**config.mk**
```make
export PLATFORM = sky130hd
export DESIGN_NAME = touch_gesture_recognizer
export DESIGN_NICKNAME = d
export VERILOG_FILES = /design/src/design/tgr_pkg.sv /design/src/design/tgr_datapath.sv /design/src/design/tgr_ctrl.sv /design/src/design/touch_gesture_recognizer.sv
export SDC_FILE = /design/constraint.sdc
export NUM_CORES = 2
export LEC_CHECK = 0
export BUFFER_PORTS_ARGS = -buffer_cell sky130_fd_sc_hd__buf_4
export CAP_MARGIN = 20
export CORE_MARGIN = 1.5
export CORE_UTILIZATION = 50
export DETAILED_ROUTE_END_ITERATION = 8
export PLACE_DENSITY_LB_ADDON = 0.1
export SYNTH_ARGS = -nofsm -noshare
export SYNTH_HDL_FRONTEND = slang
export SYNTH_SLANG_ARGS = --single-unit
```
**constraint.sdc**
```tcl
create_clock -name clk -period 24.5 [get_ports clk]
set_input_delay 0 -clock clk [delete_from_list [all_inputs] [get_ports clk]]
set_output_delay 0 -clock clk [all_outputs]
set_load 0.03 [all_outputs]
```
**src/design/tgr_pkg.sv**
```systemverilog
// Shared types and codes for the touch gesture recognizer.
package tgr_pkg;

    // Input event codes
    localparam logic [1:0] REQ_DOWN   = 2'd0;
    localparam logic [1:0] REQ_MOTION = 2'd1;
    localparam logic [1:0] REQ_UP     = 2'd2;

    // Result kind codes
    localparam logic [2:0] KIND_DOWN   = 3'd0;
    localparam logic [2:0] KIND_MOTION = 3'd1;
    localparam logic [2:0] KIND_SCALE  = 3'd2;
    localparam logic [2:0] KIND_LINE   = 3'd3;
    localparam logic [2:0] KIND_CLICK  = 3'd4;
    localparam logic [2:0] KIND_UP     = 3'd5;

    // Line threshold after reset (0.06 in Q2.14)
    localparam logic [15:0] THRESH_RESET = 16'd983;

    typedef enum logic [3:0] {
        ST_IDLE,
        ST_SCAN,
        ST_DOWN_WR,
        ST_MOVE_WR,
        ST_SQ_X,
        ST_SQ_Y,
        ST_THR,
        ST_SQRT_INIT,
        ST_SQRT_STEP,
        ST_PAIR,
        ST_REMOVE,
        ST_EMIT_A,
        ST_HOLD_A,
        ST_EMIT_B,
        ST_HOLD_B
    } state_t;

    typedef enum logic [3:0] {
        OP_NONE,
        OP_SCAN,
        OP_DOWN_WR,
        OP_MOVE_WR,
        OP_SQ_X,
        OP_SQ_Y,
        OP_THR,
        OP_SQRT_INIT,
        OP_SQRT_STEP,
        OP_PAIR,
        OP_REMOVE,
        OP_EMIT
    } dp_op_t;

    typedef enum logic [2:0] {
        RES_DOWN,
        RES_MOTION,
        RES_SCALE,
        RES_GESTURE,
        RES_UP
    } res_t;

    typedef struct packed {
        dp_op_t op;
        res_t   res;
        logic   last;
        logic   use_pair;
    } dp_cmd_t;

    typedef struct packed {
        logic [1:0] req;
        logic       scan_done;
        logic       found;
        logic       count_is_two;
        logic       pair_valid;
        logic       peak_is_one;
        logic       sqrt_done;
    } dp_stat_t;

endpackage

```
**src/design/tgr_datapath.sv**
```systemverilog
// Finger table, shared squarer, iterative square root and result register.
module tgr_datapath #(
    parameter int MAX_FINGERS = 8,
    parameter int COORD_WIDTH = 16
) (
    input  logic                          clk,
    input  logic                          rst_n,
    input  logic                          load,
    input  logic [1:0]                    req_type,
    input  logic signed [COORD_WIDTH-1:0] pos_x,
    input  logic signed [COORD_WIDTH-1:0] pos_y,
    input  logic signed [COORD_WIDTH-1:0] move_dx,
    input  logic signed [COORD_WIDTH-1:0] move_dy,
    input  logic [7:0]                    finger_id,
    input  logic                          cfg_we,
    input  logic [15:0]                   cfg_data,
    input  tgr_pkg::dp_cmd_t              cmd,
    output tgr_pkg::dp_stat_t             stat,
    output logic [2:0]                    kind,
    output logic signed [COORD_WIDTH-1:0] out_x,
    output logic signed [COORD_WIDTH-1:0] out_y,
    output logic signed [COORD_WIDTH-1:0] end_x,
    output logic signed [COORD_WIDTH-1:0] end_y,
    output logic [7:0]                    out_finger,
    output logic signed [COORD_WIDTH-1:0] delta_x,
    output logic signed [COORD_WIDTH-1:0] delta_y,
    output logic signed [COORD_WIDTH+1:0] scale,
    output logic                          last
);

    localparam int W    = COORD_WIDTH;
    localparam int IDXW = $clog2(MAX_FINGERS);
    localparam int CNTW = $clog2(MAX_FINGERS + 1);
    localparam int MW   = (W + 1 > 17) ? W + 1 : 17;
    localparam int SQW  = 2 * W + 1;
    localparam int RADW = 2 * W + 2;
    localparam int CMPW = (SQW > 32) ? SQW : 32;
    localparam int ITW  = $clog2(W + 2);

    // Latched input item
    logic [1:0]          req_reg;
    logic signed [W-1:0] px_reg, py_reg, mdx_reg, mdy_reg;
    logic [7:0]          fid_reg;

    // Finger table, ordered, count entries valid
    logic [7:0]          tid  [MAX_FINGERS];
    logic signed [W-1:0] tdnx [MAX_FINGERS];
    logic signed [W-1:0] tdny [MAX_FINGERS];
    logic signed [W-1:0] tcurx[MAX_FINGERS];
    logic signed [W-1:0] tcury[MAX_FINGERS];

    logic [CNTW-1:0] cnt_reg, cnt_next, peak_reg;
    logic [CNTW-1:0] scan_reg;
    logic            found_reg;
    logic [IDXW-1:0] slot_reg;
    logic signed [W-1:0] sdnx_reg, sdny_reg;

    logic [15:0]     thr_reg;
    logic [SQW-1:0]  sq_reg;
    logic [31:0]     thr2_reg;
    logic [RADW-1:0] rad_reg;
    logic [W+2:0]    rem_reg;
    logic [W:0]      root_reg;
    logic [ITW-1:0]  iter_reg;
    logic [W:0]      pd_reg;
    logic            pdv_reg;
    logic signed [W+1:0] sc_reg;

    logic [IDXW-1:0]      scan_idx;
    logic signed [W:0]    diff;
    logic signed [MW-1:0] mult_a;
    logic signed [2*MW-1:0] prod;
    logic [W+2:0]         remt, trial;
    logic                 far;

    assign scan_idx = scan_reg[IDXW-1:0];

    // Operand of the shared squarer
    always_comb
    begin
        priority if (cmd.op == tgr_pkg::OP_THR)
        begin
            diff = '0;
        end
        else if (cmd.use_pair)
        begin
            diff = (cmd.op == tgr_pkg::OP_SQ_X)
                 ? {tcurx[1][W-1], tcurx[1]} - {tcurx[0][W-1], tcurx[0]}
                 : {tcury[1][W-1], tcury[1]} - {tcury[0][W-1], tcury[0]};
        end
        else
        begin
            diff = (cmd.op == tgr_pkg::OP_SQ_X)
                 ? {px_reg[W-1], px_reg} - {sdnx_reg[W-1], sdnx_reg}
                 : {py_reg[W-1], py_reg} - {sdny_reg[W-1], sdny_reg};
        end
        if (cmd.op == tgr_pkg::OP_THR)
            mult_a = MW'(signed'({1'b0, thr_reg}));
        else
            mult_a = MW'(diff);
        prod = mult_a * mult_a;
    end

    // One root digit per step
    assign remt  = {rem_reg[W:0], rad_reg[RADW-1:RADW-2]};
    assign trial = {root_reg, 2'b01};
    assign far   = CMPW'(sq_reg) > CMPW'(thr2_reg);

    always_comb
    begin
        cnt_next = cnt_reg;
        if (cmd.op == tgr_pkg::OP_DOWN_WR && !found_reg
            && cnt_reg < CNTW'(MAX_FINGERS))
            cnt_next = cnt_reg + 1'b1;
        else if (cmd.op == tgr_pkg::OP_REMOVE && found_reg)
            cnt_next = cnt_reg - 1'b1;
    end

    // Control state of the datapath
    always_ff @(posedge clk or negedge rst_n)
    begin
        if (!rst_n)
        begin
            cnt_reg   <= '0;
            peak_reg  <= '0;
            pdv_reg   <= 1'b0;
            found_reg <= 1'b0;
            scan_reg  <= '0;
            iter_reg  <= '0;
            thr_reg   <= tgr_pkg::THRESH_RESET;
        end
        else
        begin
            cnt_reg <= cnt_next;
            if (cfg_we)
                thr_reg <= cfg_data;
            if (load)
            begin
                found_reg <= 1'b0;
                scan_reg  <= '0;
            end
            unique case (cmd.op)
                tgr_pkg::OP_SCAN:
                begin
                    if (!found_reg && scan_reg != cnt_reg)
                    begin
                        if (tid[scan_idx] == fid_reg)
                            found_reg <= 1'b1;
                        else
                            scan_reg <= scan_reg + 1'b1;
                    end
                end
                tgr_pkg::OP_DOWN_WR:
                begin
                    if (peak_reg < cnt_next)
                        peak_reg <= cnt_next;
                end
                tgr_pkg::OP_MOVE_WR:
                begin
                    if (cnt_reg != CNTW'(2))
                        pdv_reg <= 1'b0;
                end
                tgr_pkg::OP_SQRT_INIT: iter_reg <= '0;
                tgr_pkg::OP_SQRT_STEP: iter_reg <= iter_reg + 1'b1;
                tgr_pkg::OP_PAIR:      pdv_reg  <= 1'b1;
                tgr_pkg::OP_REMOVE:
                begin
                    pdv_reg <= 1'b0;
                    if (cnt_next == '0)
                        peak_reg <= '0;
                end
                default: ;
            endcase
        end
    end

    // Payload: input latch, table, arithmetic, result register
    always_ff @(posedge clk)
    begin
        if (load)
        begin
            req_reg <= req_type;
            px_reg  <= pos_x;
            py_reg  <= pos_y;
            mdx_reg <= move_dx;
            mdy_reg <= move_dy;
            fid_reg <= finger_id;
        end
        unique case (cmd.op)
            tgr_pkg::OP_SCAN:
            begin
                slot_reg <= scan_idx;
                sdnx_reg <= tdnx[scan_idx];
                sdny_reg <= tdny[scan_idx];
            end
            tgr_pkg::OP_DOWN_WR:
            begin
                if (!found_reg && cnt_reg < CNTW'(MAX_FINGERS))
                begin
                    tid  [cnt_reg[IDXW-1:0]] <= fid_reg;
                    tdnx [cnt_reg[IDXW-1:0]] <= px_reg;
                    tdny [cnt_reg[IDXW-1:0]] <= py_reg;
                    tcurx[cnt_reg[IDXW-1:0]] <= px_reg;
                    tcury[cnt_reg[IDXW-1:0]] <= py_reg;
                end
            end
            tgr_pkg::OP_MOVE_WR:
            begin
                if (found_reg)
                begin
                    tcurx[slot_reg] <= px_reg;
                    tcury[slot_reg] <= py_reg;
                end
            end
            tgr_pkg::OP_SQ_X: sq_reg   <= prod[SQW-1:0];
            tgr_pkg::OP_SQ_Y: sq_reg   <= sq_reg + prod[SQW-1:0];
            tgr_pkg::OP_THR:  thr2_reg <= prod[31:0];
            tgr_pkg::OP_SQRT_INIT:
            begin
                rad_reg  <= {1'b0, sq_reg};
                rem_reg  <= '0;
                root_reg <= '0;
            end
            tgr_pkg::OP_SQRT_STEP:
            begin
                rad_reg <= {rad_reg[RADW-3:0], 2'b00};
                if (remt >= trial)
                begin
                    rem_reg  <= remt - trial;
                    root_reg <= {root_reg[W-1:0], 1'b1};
                end
                else
                begin
                    rem_reg  <= remt;
                    root_reg <= {root_reg[W-1:0], 1'b0};
                end
            end
            tgr_pkg::OP_PAIR:
            begin
                sc_reg <= signed'({1'b0, root_reg}) - signed'({1'b0, pd_reg});
                pd_reg <= root_reg;
            end
            tgr_pkg::OP_REMOVE:
            begin
                for (int i = 0; i < MAX_FINGERS - 1; i++)
                begin
                    if (found_reg && IDXW'(i) >= slot_reg && CNTW'(i + 1) < cnt_reg)
                    begin
                        tid[i]   <= tid[i+1];
                        tdnx[i]  <= tdnx[i+1];
                        tdny[i]  <= tdny[i+1];
                        tcurx[i] <= tcurx[i+1];
                        tcury[i] <= tcury[i+1];
                    end
                end
            end
            tgr_pkg::OP_EMIT:
            begin
                out_x      <= px_reg;
                out_y      <= py_reg;
                end_x      <= '0;
                end_y      <= '0;
                out_finger <= fid_reg;
                delta_x    <= '0;
                delta_y    <= '0;
                scale      <= '0;
                last       <= cmd.last;
                unique case (cmd.res)
                    tgr_pkg::RES_DOWN: kind <= tgr_pkg::KIND_DOWN;
                    tgr_pkg::RES_MOTION:
                    begin
                        kind    <= tgr_pkg::KIND_MOTION;
                        delta_x <= mdx_reg;
                        delta_y <= mdy_reg;
                    end
                    tgr_pkg::RES_SCALE:
                    begin
                        kind       <= tgr_pkg::KIND_SCALE;
                        out_x      <= '0;
                        out_y      <= '0;
                        out_finger <= '0;
                        scale      <= sc_reg;
                    end
                    tgr_pkg::RES_GESTURE:
                    begin
                        if (far)
                        begin
                            kind  <= tgr_pkg::KIND_LINE;
                            out_x <= sdnx_reg;
                            out_y <= sdny_reg;
                            end_x <= px_reg;
                            end_y <= py_reg;
                        end
                        else
                            kind <= tgr_pkg::KIND_CLICK;
                    end
                    default: kind <= tgr_pkg::KIND_UP;
                endcase
            end
            default: ;
        endcase
    end

    // Status to the controller
    always_comb
    begin
        stat.req          = req_reg;
        stat.scan_done    = found_reg || (scan_reg == cnt_reg);
        stat.found        = found_reg;
        stat.count_is_two = (cnt_reg == CNTW'(2));
        stat.pair_valid   = pdv_reg;
        stat.peak_is_one  = (peak_reg == CNTW'(1));
        stat.sqrt_done    = (iter_reg == ITW'(W + 1));
    end

    a_cnt_bound: assert property (@(posedge clk) disable iff (!rst_n)
        cnt_reg <= CNTW'(MAX_FINGERS))
        else $error("finger count above table size");

    a_peak_cover: assert property (@(posedge clk) disable iff (!rst_n)
        peak_reg >= cnt_reg)
        else $error("session peak below finger count");

    a_scan_bound: assert property (@(posedge clk) disable iff (!rst_n)
        scan_reg <= cnt_reg || load)
        else $error("scan index past table fill");

endmodule

```
**src/design/tgr_ctrl.sv**
```systemverilog
// Sequencing state machine for the touch gesture recognizer.
module tgr_ctrl (
    input  logic              clk,
    input  logic              rst_n,
    input  logic              in_valid,
    output logic              in_stall,
    output logic              load,
    output logic              out_valid,
    input  logic              out_stall,
    input  tgr_pkg::dp_stat_t stat,
    output tgr_pkg::dp_cmd_t  cmd
);

    tgr_pkg::state_t state_reg, state_next;
    logic two_reg, two_next;

    always_ff @(posedge clk or negedge rst_n)
    begin
        if (!rst_n)
        begin
            state_reg <= tgr_pkg::ST_IDLE;
            two_reg   <= 1'b0;
        end
        else
        begin
            state_reg <= state_next;
            two_reg   <= two_next;
        end
    end

    assign in_stall  = (state_reg != tgr_pkg::ST_IDLE);
    assign load      = in_valid && !in_stall;
    assign out_valid = (state_reg == tgr_pkg::ST_HOLD_A) || (state_reg == tgr_pkg::ST_HOLD_B);

    // Next state and datapath command
    always_comb
    begin
        state_next   = state_reg;
        two_next     = two_reg;
        cmd.op       = tgr_pkg::OP_NONE;
        cmd.res      = tgr_pkg::RES_UP;
        cmd.last     = 1'b1;
        cmd.use_pair = (stat.req == tgr_pkg::REQ_MOTION);
        unique case (state_reg)
            tgr_pkg::ST_IDLE:
            begin
                two_next = 1'b0;
                if (load)
                    state_next = tgr_pkg::ST_SCAN;
            end
            tgr_pkg::ST_SCAN:
            begin
                cmd.op = tgr_pkg::OP_SCAN;
                if (stat.scan_done)
                begin
                    priority case (stat.req)
                        tgr_pkg::REQ_DOWN:   state_next = tgr_pkg::ST_DOWN_WR;
                        tgr_pkg::REQ_MOTION: state_next = tgr_pkg::ST_MOVE_WR;
                        tgr_pkg::REQ_UP:
                            state_next = stat.found ? tgr_pkg::ST_SQ_X : tgr_pkg::ST_REMOVE;
                        default:             state_next = tgr_pkg::ST_IDLE;
                    endcase
                end
            end
            tgr_pkg::ST_DOWN_WR:
            begin
                cmd.op     = tgr_pkg::OP_DOWN_WR;
                state_next = tgr_pkg::ST_EMIT_B;
            end
            tgr_pkg::ST_MOVE_WR:
            begin
                cmd.op     = tgr_pkg::OP_MOVE_WR;
                state_next = stat.count_is_two ? tgr_pkg::ST_SQ_X : tgr_pkg::ST_EMIT_B;
            end
            tgr_pkg::ST_SQ_X:
            begin
                cmd.op     = tgr_pkg::OP_SQ_X;
                state_next = tgr_pkg::ST_SQ_Y;
            end
            tgr_pkg::ST_SQ_Y:
            begin
                cmd.op     = tgr_pkg::OP_SQ_Y;
                state_next = (stat.req == tgr_pkg::REQ_MOTION)
                           ? tgr_pkg::ST_SQRT_INIT : tgr_pkg::ST_THR;
            end
            tgr_pkg::ST_THR:
            begin
                cmd.op     = tgr_pkg::OP_THR;
                state_next = stat.peak_is_one ? tgr_pkg::ST_EMIT_A : tgr_pkg::ST_REMOVE;
            end
            tgr_pkg::ST_SQRT_INIT:
            begin
                cmd.op     = tgr_pkg::OP_SQRT_INIT;
                state_next = tgr_pkg::ST_SQRT_STEP;
            end
            tgr_pkg::ST_SQRT_STEP:
            begin
                if (stat.sqrt_done)
                    state_next = tgr_pkg::ST_PAIR;
                else
                    cmd.op = tgr_pkg::OP_SQRT_STEP;
            end
            tgr_pkg::ST_PAIR:
            begin
                cmd.op     = tgr_pkg::OP_PAIR;
                two_next   = stat.pair_valid;
                state_next = stat.pair_valid ? tgr_pkg::ST_EMIT_A : tgr_pkg::ST_EMIT_B;
            end
            tgr_pkg::ST_REMOVE:
            begin
                cmd.op     = tgr_pkg::OP_REMOVE;
                state_next = tgr_pkg::ST_EMIT_B;
            end
            tgr_pkg::ST_EMIT_A:
            begin
                cmd.op     = tgr_pkg::OP_EMIT;
                cmd.last   = 1'b0;
                cmd.res    = (stat.req == tgr_pkg::REQ_MOTION)
                           ? tgr_pkg::RES_MOTION : tgr_pkg::RES_GESTURE;
                state_next = tgr_pkg::ST_HOLD_A;
            end
            tgr_pkg::ST_HOLD_A:
            begin
                if (!out_stall)
                    state_next = (stat.req == tgr_pkg::REQ_MOTION)
                               ? tgr_pkg::ST_EMIT_B : tgr_pkg::ST_REMOVE;
            end
            tgr_pkg::ST_EMIT_B:
            begin
                cmd.op = tgr_pkg::OP_EMIT;
                priority case (stat.req)
                    tgr_pkg::REQ_DOWN:   cmd.res = tgr_pkg::RES_DOWN;
                    tgr_pkg::REQ_MOTION:
                        cmd.res = two_reg ? tgr_pkg::RES_SCALE : tgr_pkg::RES_MOTION;
                    default:             cmd.res = tgr_pkg::RES_UP;
                endcase
                state_next = tgr_pkg::ST_HOLD_B;
            end
            tgr_pkg::ST_HOLD_B:
            begin
                if (!out_stall)
                    state_next = tgr_pkg::ST_IDLE;
            end
            default: state_next = tgr_pkg::ST_IDLE;
        endcase
    end

    a_no_overlap: assert property (@(posedge clk) disable iff (!rst_n)
        out_valid |-> in_stall)
        else $error("result shown while taking an item");

    a_hold_exit: assert property (@(posedge clk) disable iff (!rst_n)
        (out_valid && out_stall) |=> out_valid)
        else $error("stalled result dropped");

    a_emit_next: assert property (@(posedge clk) disable iff (!rst_n)
        (state_reg == tgr_pkg::ST_EMIT_B) |=> (state_reg == tgr_pkg::ST_HOLD_B))
        else $error("final result not presented");

endmodule

```
**src/design/touch_gesture_recognizer.sv**
```systemverilog
// Top level of the touch gesture recognizer: controller plus datapath.
//
//  channel  | handshake              | payload
//  ---------+------------------------+----------------------------------------
//  input    | in_valid / in_stall    | req_type pos_x pos_y move_dx move_dy finger_id
//  output   | out_valid / out_stall  | kind out_x out_y end_x end_y out_finger
//           |                        | delta_x delta_y scale last
//  config   | cfg_valid / cfg_ready  | cfg_data (line threshold)
//
// One item at a time: the item is accepted, then the finger table is searched
// for its id (up to MAX_FINGERS entries). A down or motion then writes the
// table; a two-finger motion squares the distance between the fingers and
// takes COORD_WIDTH+1 root steps; an up, when the id is known, squares the
// distance from its down position and the threshold, then removes the entry.
// Each result is registered, then held until taken. Asynchronous active-low
// reset empties the table and sets the threshold to 983. in_stall is high from
// acceptance until the last result of the item is taken.
module touch_gesture_recognizer #(
    parameter int MAX_FINGERS = 8,
    parameter int COORD_WIDTH = 16
) (
    input  logic                          clk,
    input  logic                          rst_n,
    input  logic                          in_valid,
    output logic                          in_stall,
    input  logic [1:0]                    req_type,
    input  logic signed [COORD_WIDTH-1:0] pos_x,
    input  logic signed [COORD_WIDTH-1:0] pos_y,
    input  logic signed [COORD_WIDTH-1:0] move_dx,
    input  logic signed [COORD_WIDTH-1:0] move_dy,
    input  logic [7:0]                    finger_id,
    output logic                          out_valid,
    input  logic                          out_stall,
    output logic [2:0]                    kind,
    output logic signed [COORD_WIDTH-1:0] out_x,
    output logic signed [COORD_WIDTH-1:0] out_y,
    output logic signed [COORD_WIDTH-1:0] end_x,
    output logic signed [COORD_WIDTH-1:0] end_y,
    output logic [7:0]                    out_finger,
    output logic signed [COORD_WIDTH-1:0] delta_x,
    output logic signed [COORD_WIDTH-1:0] delta_y,
    output logic signed [COORD_WIDTH+1:0] scale,
    output logic                          last,
    input  logic                          cfg_valid,
    output logic                          cfg_ready,
    input  logic [15:0]                   cfg_data
);

    tgr_pkg::dp_cmd_t  cmd;
    tgr_pkg::dp_stat_t stat;
    logic              load;

    // Threshold must be written only while idle (not enforced here), so always ready
    assign cfg_ready = 1'b1;

    tgr_ctrl u_ctrl (
        .clk       (clk),
        .rst_n     (rst_n),
        .in_valid  (in_valid),
        .in_stall  (in_stall),
        .load      (load),
        .out_valid (out_valid),
        .out_stall (out_stall),
        .stat      (stat),
        .cmd       (cmd)
    );

    tgr_datapath #(
        .MAX_FINGERS (MAX_FINGERS),
        .COORD_WIDTH (COORD_WIDTH)
    ) u_dp (
        .clk        (clk),
        .rst_n      (rst_n),
        .load       (load),
        .req_type   (req_type),
        .pos_x      (pos_x),
        .pos_y      (pos_y),
        .move_dx    (move_dx),
        .move_dy    (move_dy),
        .finger_id  (finger_id),
        .cfg_we     (cfg_valid && cfg_ready),
        .cfg_data   (cfg_data),
        .cmd        (cmd),
        .stat       (stat),
        .kind       (kind),
        .out_x      (out_x),
        .out_y      (out_y),
        .end_x      (end_x),
        .end_y      (end_y),
        .out_finger (out_finger),
        .delta_x    (delta_x),
        .delta_y    (delta_y),
        .scale      (scale),
        .last       (last)
    );

endmodule
```
==> flow_summary_export.csv <==
group,metric,value,unit
status,outcome,"completed",
floorplan,die_area,0.120,mm2
synth,synth_common_cells,"edfxtp_1 (978), a21oi_1 (614), nor2_1 (610)",
critical_path,crit_top_cell,"fa_1",
clock_network,cts-htree-levels,3,
detailed_routing,vias,40900,
placement,place_congestion,0.901,
clock_network,cts_root_buf,"clkbuf_16",
critical_path,required,24.91,ns
timing,finalSetupTns,0,ns
timing,period_minus_slack,11.25,ns
job,maxCapViolations,0,
timing,slew_viol_final,0,
detailed_routing,drt_iter0_markers,3988,
clock_network,clk_path_buf_depth,3,
timing,slew_headroom,0.278,
clock_network,clock_latency,0.73,ns
floorplan,die_x,346,um
synth,synth_top_cell_by_area,"edfxtp_1",
global_routing,grt_pass1_vias,39900,
critical_path,start_kind,"flop",
floorplan,rows,125,
synth,synth-seq-cells,1018,
detailed_routing,wirelength,163000,um
synth,synth_top_area_frac,0.498,
synth,synth_seq_area_share,0.516,
clock_network,cts_sinks,1018,
detailed_routing,vias_per_cell,5.75,
critical_path,worstPathArrival,11.67,ns
detailed_routing,dr.pass1.iters,6,
synth,synth-edff-count,978,
layout,antenna-diode-count,0,
layout,layout-drive-gt1-share,0.121,
global_routing,overflow,0,
global_routing,grt_pass1_wl,246000,um
global_routing,track_usage,0.271,
detailed_routing,drcViolationCount,0,
critical_path,path_buf_inv,6,
global_routing,antenna_found_initial,0,
timing,hold_violations,0,
layout,nets,6118,
floorplan,die_h,346,um
detailed_routing,final_antenna_net_count,0,
critical_path,end_kind,"flop",
placement,dp_hpwl,109000,um
clock_network,clk_pin_slew,0.06,ns
timing,setup_viol,0,
synth,syn_area_per_cell,11.4,um2
timing,max_freq,88.9,MHz
synth,synth_area,0.0589,mm2
synth,synthArstFlopShare,0.0393,
timing,finClkSkew,0.0690,ns
detailed_routing,wl_per_cell,22.9,um
critical_path,worst-path-max-fanout,14,
critical_path,crit_type,"flop to flop",
global_routing,grt_max_degree,84,
hold_path,hp-class,"input port to flop",
critical_path,slowest_delay,0.54,ns
layout,fillCellCount,9626,
timing,fin_crit_sh,0.459,
critical_path,crit_family,"adder cells",
timing,rsz0062_at_grt,"false",
floorplan,start_util,0.506,
synth,synth_ff_type,"edfxtp_1",
synth,synth_fp_nets,5780,
layout,area_growth_syn_to_layout,15.0,%
clock_network,cts-resized-gates,0,
synth,ys_types,89,
floorplan,pin_count,224,
synth,synth_cells,5157,
synth,yosys-top-cells-area,"edfxtp_1 (50%), fa_1 (9.1%), ha_1 (5.5%)",
placement,numPortBuffers,222,
synth,synth_most_common_cell,"edfxtp_1",
synth,yosys_warnings,0,
clock_network,cts_buffers,112,
clock_network,cts_tree,"built",
floorplan,core,0.117,mm2
timing,worst_slew_pin_slew,1.08,ns
critical_path,crit_slowest_cell,"fa_1",
==> placed cells by master (no fill, tap or decap), types with 52 or more instances in the layout <==
cell type / netlist / routed
nand3_1: 59 / 55
edfxtp_1: 978 / 978
xnor2_1: 86 / 86
nor3_1: 53 / 52
fa_1: 269 / 269
o21ai_0: 151 / 137
clkbuf_16: 0 / 115
ha_1: 259 / 259
mux2i_1: 61 / 61
inv_1: 581 / 578
buf_4: 1 / 290
dlygate4sd3_1: 0 / 168
mux2_2: 59 / 59
mux4_2: 84 / 84
a21o_1: 74 / 74
and3_1: 53 / 53
nor2_1: 610 / 605
a21oi_1: 614 / 614
and2_1: 112 / 112
nand2_1: 338 / 334
==> final timing paths <==
path | slack [ns] | end | cells past startpoint | startpoint
min in group asynchronous | 0.53 | u_dp.thr_reg[0] | 3 | rst_n
setup reg to reg | 13.25 | u_dp.sq_reg[32] | 43 | u_dp.sdnx_reg[0]
hold reg to reg | 0.45 | u_dp.pd_reg[0] | 0 | u_dp.root_reg[0]
max in group asynchronous | 23.69 | u_dp.cnt_reg[2] | 4 | rst_n
setup / recovery | 13.25 | u_dp.sq_reg[32] | 43 | u_dp.sdnx_reg[0]
hold / removal | 0.03 | u_dp.mdy_reg[15] | 2 | move_dy[15]
==> layer usage <==
layer / share of wire / track usage
met1: 0.43 / 0.383
met2: 0.46 / 0.429
met3: 0.080 / 0.0449
met4: 0.030 / 0.0836
met5: 0 / 0
==> cells by family after synthesis <==
kind of cell,after synthesis,share of synthesized area
fa+ha+maj,528,0.146
simple gates,1384,0.106
flops,1018,0.516
compound gates,1076,0.107
mux,204,0.0537
xor+xnor,124,0.0186
other cells,1,0.0000636
buf+inv,822,0.0532
==> worst reg2reg max path, delay by kind of cell (launching register included) <==
family	cells	cell delay, ns
flops	1	0.40
buf+inv	6	0.98
simple gates	9	2.00
fa+ha+maj	10	3.95
xor+xnor	3	0.38
compound gates	15	3.26
==> final cells by class <==
cell class | count | area [um2] | area share
clock buffers | 146 | 3060 | 0.0452
well taps | 1524 | 1910 | 0.0281
inverters | 586 | 2200 | 0.0325
repair buffers | 460 | 3900 | 0.0575
multi-input cells | 3317 | 25700 | 0.380
flip-flops and latches | 1018 | 30400 | 0.448
clock inverters | 65 | 601 | 0.00886
==> timing repair <==
item                                   CTS  global route
endpoints found under the hold margin  139             0
hold buffers                           169             0
setup buffers                            0             0
==> per-stage QoR <==
step                setup slack, ns  instances  instance area [um2]  utilization  hold WS, ns
floorplan                     14.63       5157                58900            -       -0.296
global placement              13.53       6734                62400        0.535       0.0426
detailed placement            13.34       6735                62400        0.536       0.0461
CTS                           13.25       7115                67800        0.582    0.0000896
global route                  12.45       7116                67800        0.582       0.0190
finish                        13.25       7116                67800        0.582       0.0310
Power is not shown: default switching activity piles up to over one toggle a cycle in this logic, so the estimate is an artifact.
